`config.mk`:
```
export PLATFORM = sky130hd
export DESIGN_NAME = interleaved_sector_sequencer_unit
export DESIGN_NICKNAME = d
export VERILOG_FILES = /design/src/hdl/iss_pkg.sv /design/src/hdl/iss_dp.sv /design/src/hdl/iss_ctrl.sv /design/src/hdl/interleaved_sector_sequencer_unit.sv
export SDC_FILE = /design/constraint.sdc
export NUM_CORES = 1
export LEC_CHECK = 0
export ABC_AREA = 1
export ABC_CLOCK_PERIOD_IN_PS = 5500
export BUFFER_PORTS_ARGS = -buffer_cell sky130_fd_sc_hd__buf_4
export CORE_UTILIZATION = 40
export DETAILED_ROUTE_END_ITERATION = 8
export PLACE_DENSITY_LB_ADDON = 0.08
export SLEW_MARGIN = 20
export SYNTH_ARGS = -nofsm -noshare
export SYNTH_HDL_FRONTEND = slang
export SYNTH_SLANG_ARGS = --single-unit
```
`constraint.sdc`:
```
create_clock -name i_clk -period 5.5 [get_ports i_clk]
set_clock_uncertainty 0.05 [all_clocks]
set_input_delay 1.65 -clock i_clk [delete_from_list [all_inputs] [get_ports i_clk]]
set_output_delay 1.65 -clock i_clk [all_outputs]
set_load 0.005 [all_outputs]
```
`src/hdl/iss_pkg.sv`:
```
// shared constants, command and status types for the interleaved sector sequencer
package iss_pkg;

    // default geometry
    localparam int MAX_SECTORS_DEF   = 21;
    localparam int SKIPPED_TRACK_DEF = 18;

    // input function codes
    localparam logic [1:0] FUNC_SEEK    = 2'd0;
    localparam logic [1:0] FUNC_STEP    = 2'd1;
    localparam logic [1:0] FUNC_STEP_IN = 2'd2;

    // track start modes (any other code carries the sector)
    localparam logic [1:0] MODE_SKEW    = 2'd1;
    localparam logic [1:0] MODE_RESTART = 2'd2;

    // configuration register indexes
    localparam logic [2:0] REG_ZONE0    = 3'd0;
    localparam logic [2:0] REG_ZONE1    = 3'd1;
    localparam logic [2:0] REG_ZONE2    = 3'd2;
    localparam logic [2:0] REG_ZONE3    = 3'd3;
    localparam logic [2:0] REG_MODE     = 3'd4;
    localparam logic [2:0] REG_FULL_SUB = 3'd5;

    // configuration reset values
    localparam logic [7:0] ZONE0_STEP_RST = 8'd4;
    localparam logic [7:0] ZONEX_STEP_RST = 8'd3;

    // speed zone boundaries and sector counts
    localparam logic [7:0] ZONE1_FIRST   = 8'd18;
    localparam logic [7:0] ZONE2_FIRST   = 8'd25;
    localparam logic [7:0] ZONE3_FIRST   = 8'd31;
    localparam logic [4:0] ZONE0_SECTORS = 5'd21;
    localparam logic [4:0] ZONE1_SECTORS = 5'd19;
    localparam logic [4:0] ZONE2_SECTORS = 5'd18;
    localparam logic [4:0] ZONE3_SECTORS = 5'd17;

    // skew amounts at track start
    localparam logic [7:0] SKEW_STEP  = 8'd2;
    localparam logic [7:0] SKEW_EXTRA = 8'd8;

    // controller to datapath commands
    typedef struct packed {
        logic seek_load;   // take track, sector and target from the input beat
        logic enter;       // enter current track: zone, count, clear map
        logic mark;        // mark current sector used, count down
        logic adv_step;    // advance by the zone step
        logic adv_one;     // advance by one sector
        logic track_inc;   // move to the next track, passing the skipped one
        logic start_fix;   // apply the track start mode
        logic load_out;    // load the result register
        logic changed;     // track changed flag for the result
    } t_cmd;

    // datapath to controller status
    typedef struct packed {
        logic left_nz;
        logic left_gt_target;
        logic cur_used;
        logic skew;
    } t_stat;

endpackage

```
`src/hdl/iss_dp.sv`:
```
// datapath: configuration, track and sector state, used map and result register
module iss_dp #(
    parameter int MAX_SECTORS   = iss_pkg::MAX_SECTORS_DEF,
    parameter int SKIPPED_TRACK = iss_pkg::SKIPPED_TRACK_DEF
) (
    input  logic                i_clk,
    input  logic                i_rst_n,
    input  logic                i_cfg_valid,
    input  logic [2:0]          i_cfg_index,
    input  logic [7:0]          i_cfg_data,
    input  logic [7:0]          i_start_track,
    input  logic [7:0]          i_start_sector,
    input  logic [4:0]          i_target_left,
    input  iss_pkg::t_cmd       i_cmd,
    output iss_pkg::t_stat      o_stat,
    output logic [7:0]          o_track,
    output logic [7:0]          o_sector,
    output logic [4:0]          o_sectors_left,
    output logic                o_track_changed
);

    localparam int         IDXW      = $clog2(MAX_SECTORS);
    localparam logic [7:0] MAP_LIMIT = 8'(MAX_SECTORS);
    localparam logic [7:0] SKIP_TRK  = 8'(SKIPPED_TRACK);
    localparam logic [7:0] AFTER_SKP = 8'(SKIPPED_TRACK + 1);

    // configuration
    logic [7:0] r_zone0, r_zone1, r_zone2, r_zone3;
    logic [1:0] r_mode;
    logic       r_full_sub;

    // sequencer state
    logic [7:0]             r_cur_track, n_cur_track;
    logic [7:0]             r_cur_sector, n_cur_sector;
    logic [4:0]             r_left, n_left;
    logic [4:0]             r_zone_sectors, n_zone_sectors;
    logic [7:0]             r_zone_step, n_zone_step;
    logic [MAX_SECTORS-1:0] r_used_map, n_used_map;
    logic [4:0]             r_target;

    // result register
    logic [7:0] r_out_track, r_out_sector;
    logic [4:0] r_out_left;
    logic       r_out_changed;

    logic       in_map;
    logic [7:0] zs8;
    logic [7:0] adv_d, adv_sum, adv_wrap, adv_res;
    logic       corr;
    logic [4:0] ent_sectors;
    logic [7:0] ent_step;
    logic [7:0] inc_trk;
    logic       inc_hit;
    logic [7:0] fix_a, fix_b, fix_c;

    // configuration writes
    always_ff @(posedge i_clk) begin
        if (!i_rst_n) begin
            r_zone0    <= iss_pkg::ZONE0_STEP_RST;
            r_zone1    <= iss_pkg::ZONEX_STEP_RST;
            r_zone2    <= iss_pkg::ZONEX_STEP_RST;
            r_zone3    <= iss_pkg::ZONEX_STEP_RST;
            r_mode     <= 2'd0;
            r_full_sub <= 1'b0;
        end else if (i_cfg_valid) begin
            case (i_cfg_index)
                iss_pkg::REG_ZONE0:    r_zone0    <= i_cfg_data;
                iss_pkg::REG_ZONE1:    r_zone1    <= i_cfg_data;
                iss_pkg::REG_ZONE2:    r_zone2    <= i_cfg_data;
                iss_pkg::REG_ZONE3:    r_zone3    <= i_cfg_data;
                iss_pkg::REG_MODE:     r_mode     <= i_cfg_data[1:0];
                iss_pkg::REG_FULL_SUB: r_full_sub <= i_cfg_data[0];
                default: ;
            endcase
        end
    end

    // used map lookup, sectors past the map read as unused
    assign in_map = r_cur_sector < MAP_LIMIT;
    assign zs8    = {3'b000, r_zone_sectors};

    // sector advance with wrap and one-sector correction
    always_comb begin
        adv_d    = i_cmd.adv_one ? 8'd1 : r_zone_step;
        adv_sum  = r_cur_sector + adv_d;
        adv_wrap = adv_sum - zs8;
        corr     = r_full_sub || (r_cur_track < iss_pkg::ZONE1_FIRST);
        if (adv_sum >= zs8) begin
            adv_res = (corr && (adv_wrap != 8'd0)) ? adv_wrap - 8'd1 : adv_wrap;
        end else begin
            adv_res = adv_sum;
        end
    end

    // zone of the current track
    always_comb begin
        if (r_cur_track < iss_pkg::ZONE1_FIRST) begin
            ent_sectors = iss_pkg::ZONE0_SECTORS;
            ent_step    = r_zone0;
        end else if (r_cur_track < iss_pkg::ZONE2_FIRST) begin
            ent_sectors = iss_pkg::ZONE1_SECTORS;
            ent_step    = r_zone1;
        end else if (r_cur_track < iss_pkg::ZONE3_FIRST) begin
            ent_sectors = iss_pkg::ZONE2_SECTORS;
            ent_step    = r_zone2;
        end else begin
            ent_sectors = iss_pkg::ZONE3_SECTORS;
            ent_step    = r_zone3;
        end
    end

    // next track, passing over the skipped one
    assign inc_trk = r_cur_track + 8'd1;
    assign inc_hit = inc_trk == SKIP_TRK;

    // skew at track start, folded back into the zone when negative
    always_comb begin
        fix_a = r_cur_sector - iss_pkg::SKEW_STEP;
        fix_b = (r_cur_track == AFTER_SKP) ? fix_a - iss_pkg::SKEW_EXTRA : fix_a;
        fix_c = fix_b[7] ? fix_b + zs8 : fix_b;
    end

    // next state selection
    always_comb begin
        n_cur_track    = r_cur_track;
        n_cur_sector   = r_cur_sector;
        n_left         = r_left;
        n_zone_sectors = r_zone_sectors;
        n_zone_step    = r_zone_step;
        n_used_map     = r_used_map;
        if (i_cmd.seek_load) begin
            n_cur_track  = i_start_track;
            n_cur_sector = i_start_sector;
        end else if (i_cmd.track_inc) begin
            n_cur_track  = inc_hit ? inc_trk + 8'd1 : inc_trk;
            n_cur_sector = inc_hit ? r_cur_sector + iss_pkg::SKEW_STEP : r_cur_sector;
        end else if (i_cmd.start_fix) begin
            case (r_mode)
                iss_pkg::MODE_SKEW:    n_cur_sector = fix_c;
                iss_pkg::MODE_RESTART: n_cur_sector = 8'd0;
                default:               n_cur_sector = r_cur_sector;
            endcase
        end else if (i_cmd.adv_step || i_cmd.adv_one) begin
            n_cur_sector = adv_res;
        end
        if (i_cmd.enter) begin
            n_zone_sectors = ent_sectors;
            n_zone_step    = ent_step;
            n_left         = ent_sectors;
            n_used_map     = '0;
        end else if (i_cmd.mark) begin
            if (r_left != 5'd0) begin
                n_left = r_left - 5'd1;
            end
            if (in_map) begin
                n_used_map[r_cur_sector[IDXW-1:0]] = 1'b1;
            end
        end
    end

    // state registers
    always_ff @(posedge i_clk) begin
        if (!i_rst_n) begin
            r_cur_track    <= 8'd0;
            r_cur_sector   <= 8'd0;
            r_left         <= 5'd0;
            r_zone_sectors <= 5'd0;
            r_zone_step    <= 8'd0;
            r_used_map     <= '0;
        end else begin
            r_cur_track    <= n_cur_track;
            r_cur_sector   <= n_cur_sector;
            r_left         <= n_left;
            r_zone_sectors <= n_zone_sectors;
            r_zone_step    <= n_zone_step;
            r_used_map     <= n_used_map;
        end
    end

    // seek target and result payload
    always_ff @(posedge i_clk) begin
        if (i_cmd.seek_load) begin
            r_target <= i_target_left;
        end
        if (i_cmd.load_out) begin
            r_out_track   <= r_cur_track;
            r_out_sector  <= r_cur_sector;
            r_out_left    <= r_left;
            r_out_changed <= i_cmd.changed;
        end
    end

    // status to the controller
    assign o_stat.left_nz        = r_left != 5'd0;
    assign o_stat.left_gt_target = r_left > r_target;
    assign o_stat.cur_used       = in_map && r_used_map[r_cur_sector[IDXW-1:0]];
    assign o_stat.skew           = r_mode == iss_pkg::MODE_SKEW;

    assign o_track         = r_out_track;
    assign o_sector        = r_out_sector;
    assign o_sectors_left  = r_out_left;
    assign o_track_changed = r_out_changed;

endmodule

```
`src/hdl/iss_ctrl.sv`:
```
// controller: step sequencing state machine and result handshake
module iss_ctrl (
    input  logic           i_clk,
    input  logic           i_rst_n,
    input  logic           i_valid,
    output logic           o_ready,
    input  logic [1:0]     i_func,
    output logic           o_valid,
    input  logic           i_ready,
    input  iss_pkg::t_stat i_stat,
    output iss_pkg::t_cmd  o_cmd
);

    localparam logic [3:0] S_IDLE     = 4'd0;
    localparam logic [3:0] S_ENTER    = 4'd1;
    localparam logic [3:0] S_SEEK_CHK = 4'd2;
    localparam logic [3:0] S_MARK     = 4'd3;
    localparam logic [3:0] S_ADV      = 4'd4;
    localparam logic [3:0] S_SKIP     = 4'd5;
    localparam logic [3:0] S_TINC     = 4'd6;
    localparam logic [3:0] S_TENTER   = 4'd7;
    localparam logic [3:0] S_TFIX     = 4'd8;
    localparam logic [3:0] S_DONE     = 4'd9;

    logic [3:0] r_state, n_state;
    logic [1:0] r_func, n_func;
    logic       r_changed, n_changed;
    logic [8:0] r_guard, n_guard;
    logic       r_out_valid, n_out_valid;
    logic       in_beat, out_free;

    assign o_ready  = r_state == S_IDLE;
    assign in_beat  = i_valid && o_ready;
    assign out_free = !r_out_valid || i_ready;

    // sequencing
    always_comb begin
        n_state     = r_state;
        n_func      = r_func;
        n_changed   = r_changed;
        n_guard     = r_guard;
        n_out_valid = r_out_valid && !i_ready;
        o_cmd       = '0;
        o_cmd.changed = r_changed;
        case (r_state)
            S_IDLE: begin
                if (in_beat) begin
                    n_func    = i_func;
                    n_changed = 1'b0;
                    case (i_func)
                        iss_pkg::FUNC_SEEK: begin
                            o_cmd.seek_load = 1'b1;
                            n_changed       = 1'b1;
                            n_state         = S_ENTER;
                        end
                        iss_pkg::FUNC_STEP,
                        iss_pkg::FUNC_STEP_IN: n_state = S_MARK;
                        default:               n_state = S_DONE;
                    endcase
                end
            end
            S_ENTER: begin
                o_cmd.enter = 1'b1;
                n_state     = S_SEEK_CHK;
            end
            // seek iterates while more than the target remain
            S_SEEK_CHK: begin
                n_state = i_stat.left_gt_target ? S_MARK : S_DONE;
            end
            S_MARK: begin
                o_cmd.mark = 1'b1;
                n_state    = S_ADV;
            end
            S_ADV: begin
                o_cmd.adv_step = i_stat.left_nz || !i_stat.skew;
                n_guard        = 9'd0;
                n_state        = S_SKIP;
            end
            // skip used sectors one per cycle, bounded at 256 steps
            S_SKIP: begin
                if (i_stat.left_nz && i_stat.cur_used && !r_guard[8]) begin
                    o_cmd.adv_one = 1'b1;
                    n_guard       = r_guard + 9'd1;
                end else begin
                    case (r_func)
                        iss_pkg::FUNC_SEEK: n_state = S_SEEK_CHK;
                        iss_pkg::FUNC_STEP: n_state = i_stat.left_nz ? S_DONE : S_TINC;
                        default:            n_state = S_DONE;
                    endcase
                end
            end
            S_TINC: begin
                o_cmd.track_inc = 1'b1;
                n_changed       = 1'b1;
                n_state         = S_TENTER;
            end
            S_TENTER: begin
                o_cmd.enter = 1'b1;
                n_state     = S_TFIX;
            end
            S_TFIX: begin
                o_cmd.start_fix = 1'b1;
                n_state         = S_DONE;
            end
            // hand the result to the output register
            S_DONE: begin
                if (out_free) begin
                    o_cmd.load_out = 1'b1;
                    n_out_valid    = 1'b1;
                    n_state        = S_IDLE;
                end
            end
            default: n_state = S_IDLE;
        endcase
    end

    always_ff @(posedge i_clk) begin
        if (!i_rst_n) begin
            r_state     <= S_IDLE;
            r_func      <= 2'd0;
            r_changed   <= 1'b0;
            r_guard     <= 9'd0;
            r_out_valid <= 1'b0;
        end else begin
            r_state     <= n_state;
            r_func      <= n_func;
            r_changed   <= n_changed;
            r_guard     <= n_guard;
            r_out_valid <= n_out_valid;
        end
    end

    assign o_valid = r_out_valid;

endmodule

```
`src/hdl/interleaved_sector_sequencer_unit.sv`:
```
// top level of the interleaved sector sequencer
//
// Input channel i_valid/o_ready carries one step request per beat: a function
// code (seek, advance with track change, advance within track) and, for seek,
// the entry track, sector and the number of sectors that should remain.
// Output channel o_valid/i_ready returns one beat per request with the track,
// sector, sectors left and a track changed flag.
// The configuration channel i_cfg_valid/o_cfg_ready is always ready and writes
// the zone interleaves, track start mode and full subsector flag; write it only
// while no request is in flight.
// A request runs through the controller states: an unused function code goes
// straight to the result; an advance marks the current sector, steps by the
// zone interleave and skips used sectors one per cycle, and at a track end
// moves to the next track, enters it and applies the track start mode; a seek
// enters its track and runs the mark, step, skip sequence for each sector
// consumed while more than the target remain.
// One request is worked at a time; the next is taken as soon as the result
// sits in the output register, even while the receiver stalls it.
// Reset clears the track state and used map and restores default configuration.
module interleaved_sector_sequencer_unit #(
    parameter int MAX_SECTORS   = iss_pkg::MAX_SECTORS_DEF,
    parameter int SKIPPED_TRACK = iss_pkg::SKIPPED_TRACK_DEF
) (
    input  logic       i_clk,
    input  logic       i_rst_n,
    input  logic       i_valid,
    output logic       o_ready,
    input  logic [1:0] i_func,
    input  logic [7:0] i_start_track,
    input  logic [7:0] i_start_sector,
    input  logic [4:0] i_target_left,
    output logic       o_valid,
    input  logic       i_ready,
    output logic [7:0] o_track,
    output logic [7:0] o_sector,
    output logic [4:0] o_sectors_left,
    output logic       o_track_changed,
    input  logic       i_cfg_valid,
    output logic       o_cfg_ready,
    input  logic [2:0] i_cfg_index,
    input  logic [7:0] i_cfg_data
);

    iss_pkg::t_cmd  cmd;
    iss_pkg::t_stat stat;

    // configuration writes are always accepted and registered directly
    assign o_cfg_ready = 1'b1;

    // sequencing control
    iss_ctrl u_ctrl (
        .i_clk   (i_clk),
        .i_rst_n (i_rst_n),
        .i_valid (i_valid),
        .o_ready (o_ready),
        .i_func  (i_func),
        .o_valid (o_valid),
        .i_ready (i_ready),
        .i_stat  (stat),
        .o_cmd   (cmd)
    );

    // track and sector datapath
    iss_dp #(
        .MAX_SECTORS   (MAX_SECTORS),
        .SKIPPED_TRACK (SKIPPED_TRACK)
    ) u_dp (
        .i_clk           (i_clk),
        .i_rst_n         (i_rst_n),
        .i_cfg_valid     (i_cfg_valid),
        .i_cfg_index     (i_cfg_index),
        .i_cfg_data      (i_cfg_data),
        .i_start_track   (i_start_track),
        .i_start_sector  (i_start_sector),
        .i_target_left   (i_target_left),
        .i_cmd           (cmd),
        .o_stat          (stat),
        .o_track         (o_track),
        .o_sector        (o_sector),
        .o_sectors_left  (o_sectors_left),
        .o_track_changed (o_track_changed)
    );

endmodule

```
==> qor.yml <==
outcome:
  status: "finished clean"
sta:
  fin_hold_ws_ns: 0.395
  period_share_pct: 90.4
  maxSlewViolCount: 0
  post-route-min-period_ns: 4.97
  hold_violations: 0
  rsz0062_at_grt: "false"
  max_slew_margin_pct: 44.1
  max_freq_mhz: 201
  setup-violations-final: 0
  worst_pin_slew_ns: 0.835
  setup-tns-final_ns: 0
hold_path:
  hold_path_class: "flop to flop"
routing:
  wl_per_cell_um: 14.8
  drt_pass1_iterations: 5
  drcViolationCount: 0
  antenna_left: 0
  drt_iter0_drc: 363
  viasPerCell: 5.00
  vias: 6871
  dr_wl_met3_um: 727
  routed_wirelength_mm: 20.3
  wl_met2_mm: 8.93
  maxUsedRoutingLayer: "met4"
  wl_met1_mm: 10.2
yosys:
  ys_seq_elements: 133
  avgSynthCellArea_um2: 7.18
  synth-edff-count: 27
  syn_area_mm2: 0.00761
  syn-num-nets: 1135
  synthesis.instances: 1059
  synthArstFlopShare_pct: 0
  seq_area_frac_synth_pct: 38.5
  synth_top_flop_cell: "dfxtp_1"
  synth.distinct_cells: 51
  ys_warn_count: 0
power:
  combPwrFrac_pct: 53.2
  p_per_area_mw_per_mm2: 567
  netSwitchingFraction_pct: 45.8
  power.share.sequential_pct: 25.2
  p_int_uw: 2730
  clock_power_share_pct: 21.6
  leakage_uw: 0.00414
  p_sw_uw: 2310
  vdd_drop_max_v: 0.000294
layout:
  nNetsFinal: 1204
  fillers: 1964
  drive_above_1_share_pct: 13.4
  antenna_cells: 0
  area_growth_pct: 17.0
clock_tree:
  htree_levels: 4
  cts_tree: "yes"
  cts.sinks: 133
  insertion_delay_ns: 0.42
  cts_root_buffer: "clkbuf_16"
  clockBufferDepth: 2
  hold_buffers: 0
  clk_pin_slew_ns: 0.06
  post_cts_resized: 0
  postCtsSetupBuffers: 0
  cts_made_buffers: 17
floorplan:
  dieHeight_um: 140
  num_rows: 50
  core_mm2: 0.0186
  ios: 64
  start_util_pct: 40.8
  dieArea_mm2: 0.0196
  die_x_um: 140
critical_path:
  cp_top_family: "simple AND/OR/NAND/NOR gates"
  critPathMaxStageDelay_ns: 0.82
  cpMostUsedCell: "nand2_1"
  startpoint_type: "flop"
  arrival_ns: 5.28
  crit_slowest_cell: "dfxtp_1"
  cp_num_buf_inv: 4
  critPathKind: "flop to flop"
  endpoint_kind: "flop"
  path_max_fanout: 20
  crit_required_ns: 5.81
global_routing:
  grt_max_degree: 63
  grt_pass1_vias: 6398
  antenna_found_initial: 0
  grt_pass1_wl_mm: 33.4
  grt_usage_pct: 21.8
  grt.overflow.total: 0
place:
  dpl.hpwl_mm: 15.5
  place.gp.congestion: 0.920
  portBuffers: 62
flow_run:
  max_cap_viol_count: 0
-- cell families (layout without fill, tap and decap cells) --
kind of cell / Yosys count / after routing / share of synthesized area [%]
adders and majority gates: 37 / 37 / 6.38
and+or+nand+nor: 486 / 486 / 27.9
other: 1 / 1 / 0.0493
DFF: 133 / 133 / 38.5
AOI/OAI and AO/OA: 192 / 192 / 14.4
xor gates and xnor gates: 28 / 28 / 3.47
buffers and inverters: 182 / 264 / 9.34
-- synthesized netlist by cell type (3+ instances only) --
cell       count  area (um2)
fa_1           3        60.1
clkbuf_1      14        52.6
nand2_2        9        56.3
a21oi_1       69         345
o21ai_0       61         305
nand3_1       62         310
nand4_1       10        62.6
nor2_1       134         503
nor2_2         7        43.8
nand3b_1       3        22.5
ha_1          34         425
o2111ai_1      9        78.8
clkinv_1       4        15.0
buf_2          3        15.0
a31oi_1       14        87.6
nand2_1      219         822
a21oi_2        4        35.0
o21ai_1        9        45.0
xnor2_1        4        35.0
nor3_1        18        90.1
xor2_1        23         201
inv_1        145         544
inv_2          9        33.8
nand3_2        8        80.1
or2_2          5        31.3
o22ai_1        5        31.3
edfxtp_1      27         811
and3_1         3        18.8
o211ai_1       6        45.0
dfxtp_1      106        2120
a211oi_1       4        30.0
-- sequential cells by signal (all words and copies together) (netlist names), 2 cells and up --
register and cells:
u_ctrl.r_func 2, u_ctrl.r_guard 9, u_ctrl.r_state 4, u_dp.o_sector 8, u_dp.o_sectors_left 5, u_dp.o_track 8
u_dp.r_cur_sector 8, u_dp.r_cur_track 8, u_dp.r_left 5, u_dp.r_mode 2, u_dp.r_target 5, u_dp.r_used_map 21
u_dp.r_zone0 8, u_dp.r_zone1 8, u_dp.r_zone2 8, u_dp.r_zone3 8, u_dp.r_zone_sectors 4, u_dp.r_zone_step 8
-- cells in the final DEF, fill, tap and decap left out, types with 9 or more instances in the layout --
cell	Yosys	routed
a21oi_1	69	68
a31oi_1	14	14
buf_4	2	73
clkbuf_16	0	17
dfxtp_1	106	106
edfxtp_1	27	27
ha_1	34	34
inv_1	145	145
inv_2	9	9
nand2_1	219	219
nand2_2	9	9
nand3_1	62	62
nand4_1	10	10
nor2_1	134	134
nor3_1	18	18
o2111ai_1	9	9
o21ai_0	61	61
o21ai_1	9	9
xor2_1	23	23
-- layer usage --
layer  vias up  GRT usage (%)
met2       131           34.9
met4         0           8.10
met1      3115           29.6
met5         -              0
met3        27           3.56
li1       3598              -
-- power groups by stage --
| stage | logic, uW | registers, uW | clock network, uW |
|---|---|---|---|
| after global routing | 3080 | 1290 | 1160 |
| after detailed placement | 2670 | 1290 | 0 |
| final | 2680 | 1270 | 1090 |
| after global placement | 2700 | 1290 | 0 |
| after CTS | 2680 | 1270 | 1120 |
| after floorplan | 2110 | 1230 | 0 |
-- per-stage QoR --
step / utilization (%) / cells / power [uW] / area (um2) / worst slack, ns
3_3_place_gp: 44.7 / 1343 / 3990 / 8340 / 0.661
6_report: 47.8 / 1375 / 5040 / 8900 / 0.529
4_1_cts: 47.8 / 1375 / 5070 / 8900 / 0.530
2_1_floorplan: - / 1059 / 3350 / 7610 / 1.19
5_1_grt: 47.8 / 1375 / 5520 / 8900 / 0.0320
3_5_place_dp: 44.7 / 1343 / 3960 / 8340 / 0.559
-- cell type report --
type	instances	area, um2	area share, %
clock inverters	13	119	1.34
clock buffers	19	443	4.98
multi-input cells	744	3970	44.6
flip-flops and latches	133	2930	32.9
repair buffers	73	548	6.16
well taps	234	293	3.29
inverters	159	598	6.72
-- path summary, 6_finish.rpt --
kind | from | to | slack [ns] | cells after the start
worst max register to register | u_dp.r_cur_sector[0] | u_dp.r_cur_sector[2] | 0.53 | 35
worst min register to register | u_ctrl.r_changed | u_dp.o_track_changed | 0.40 | 0
worst min-delay path | u_ctrl.r_changed | u_dp.o_track_changed | 0.40 | 0
worst max-delay path | u_dp.r_cur_sector[0] | u_dp.r_cur_sector[2] | 0.53 | 35
Power figures use the tool's default switching activity.
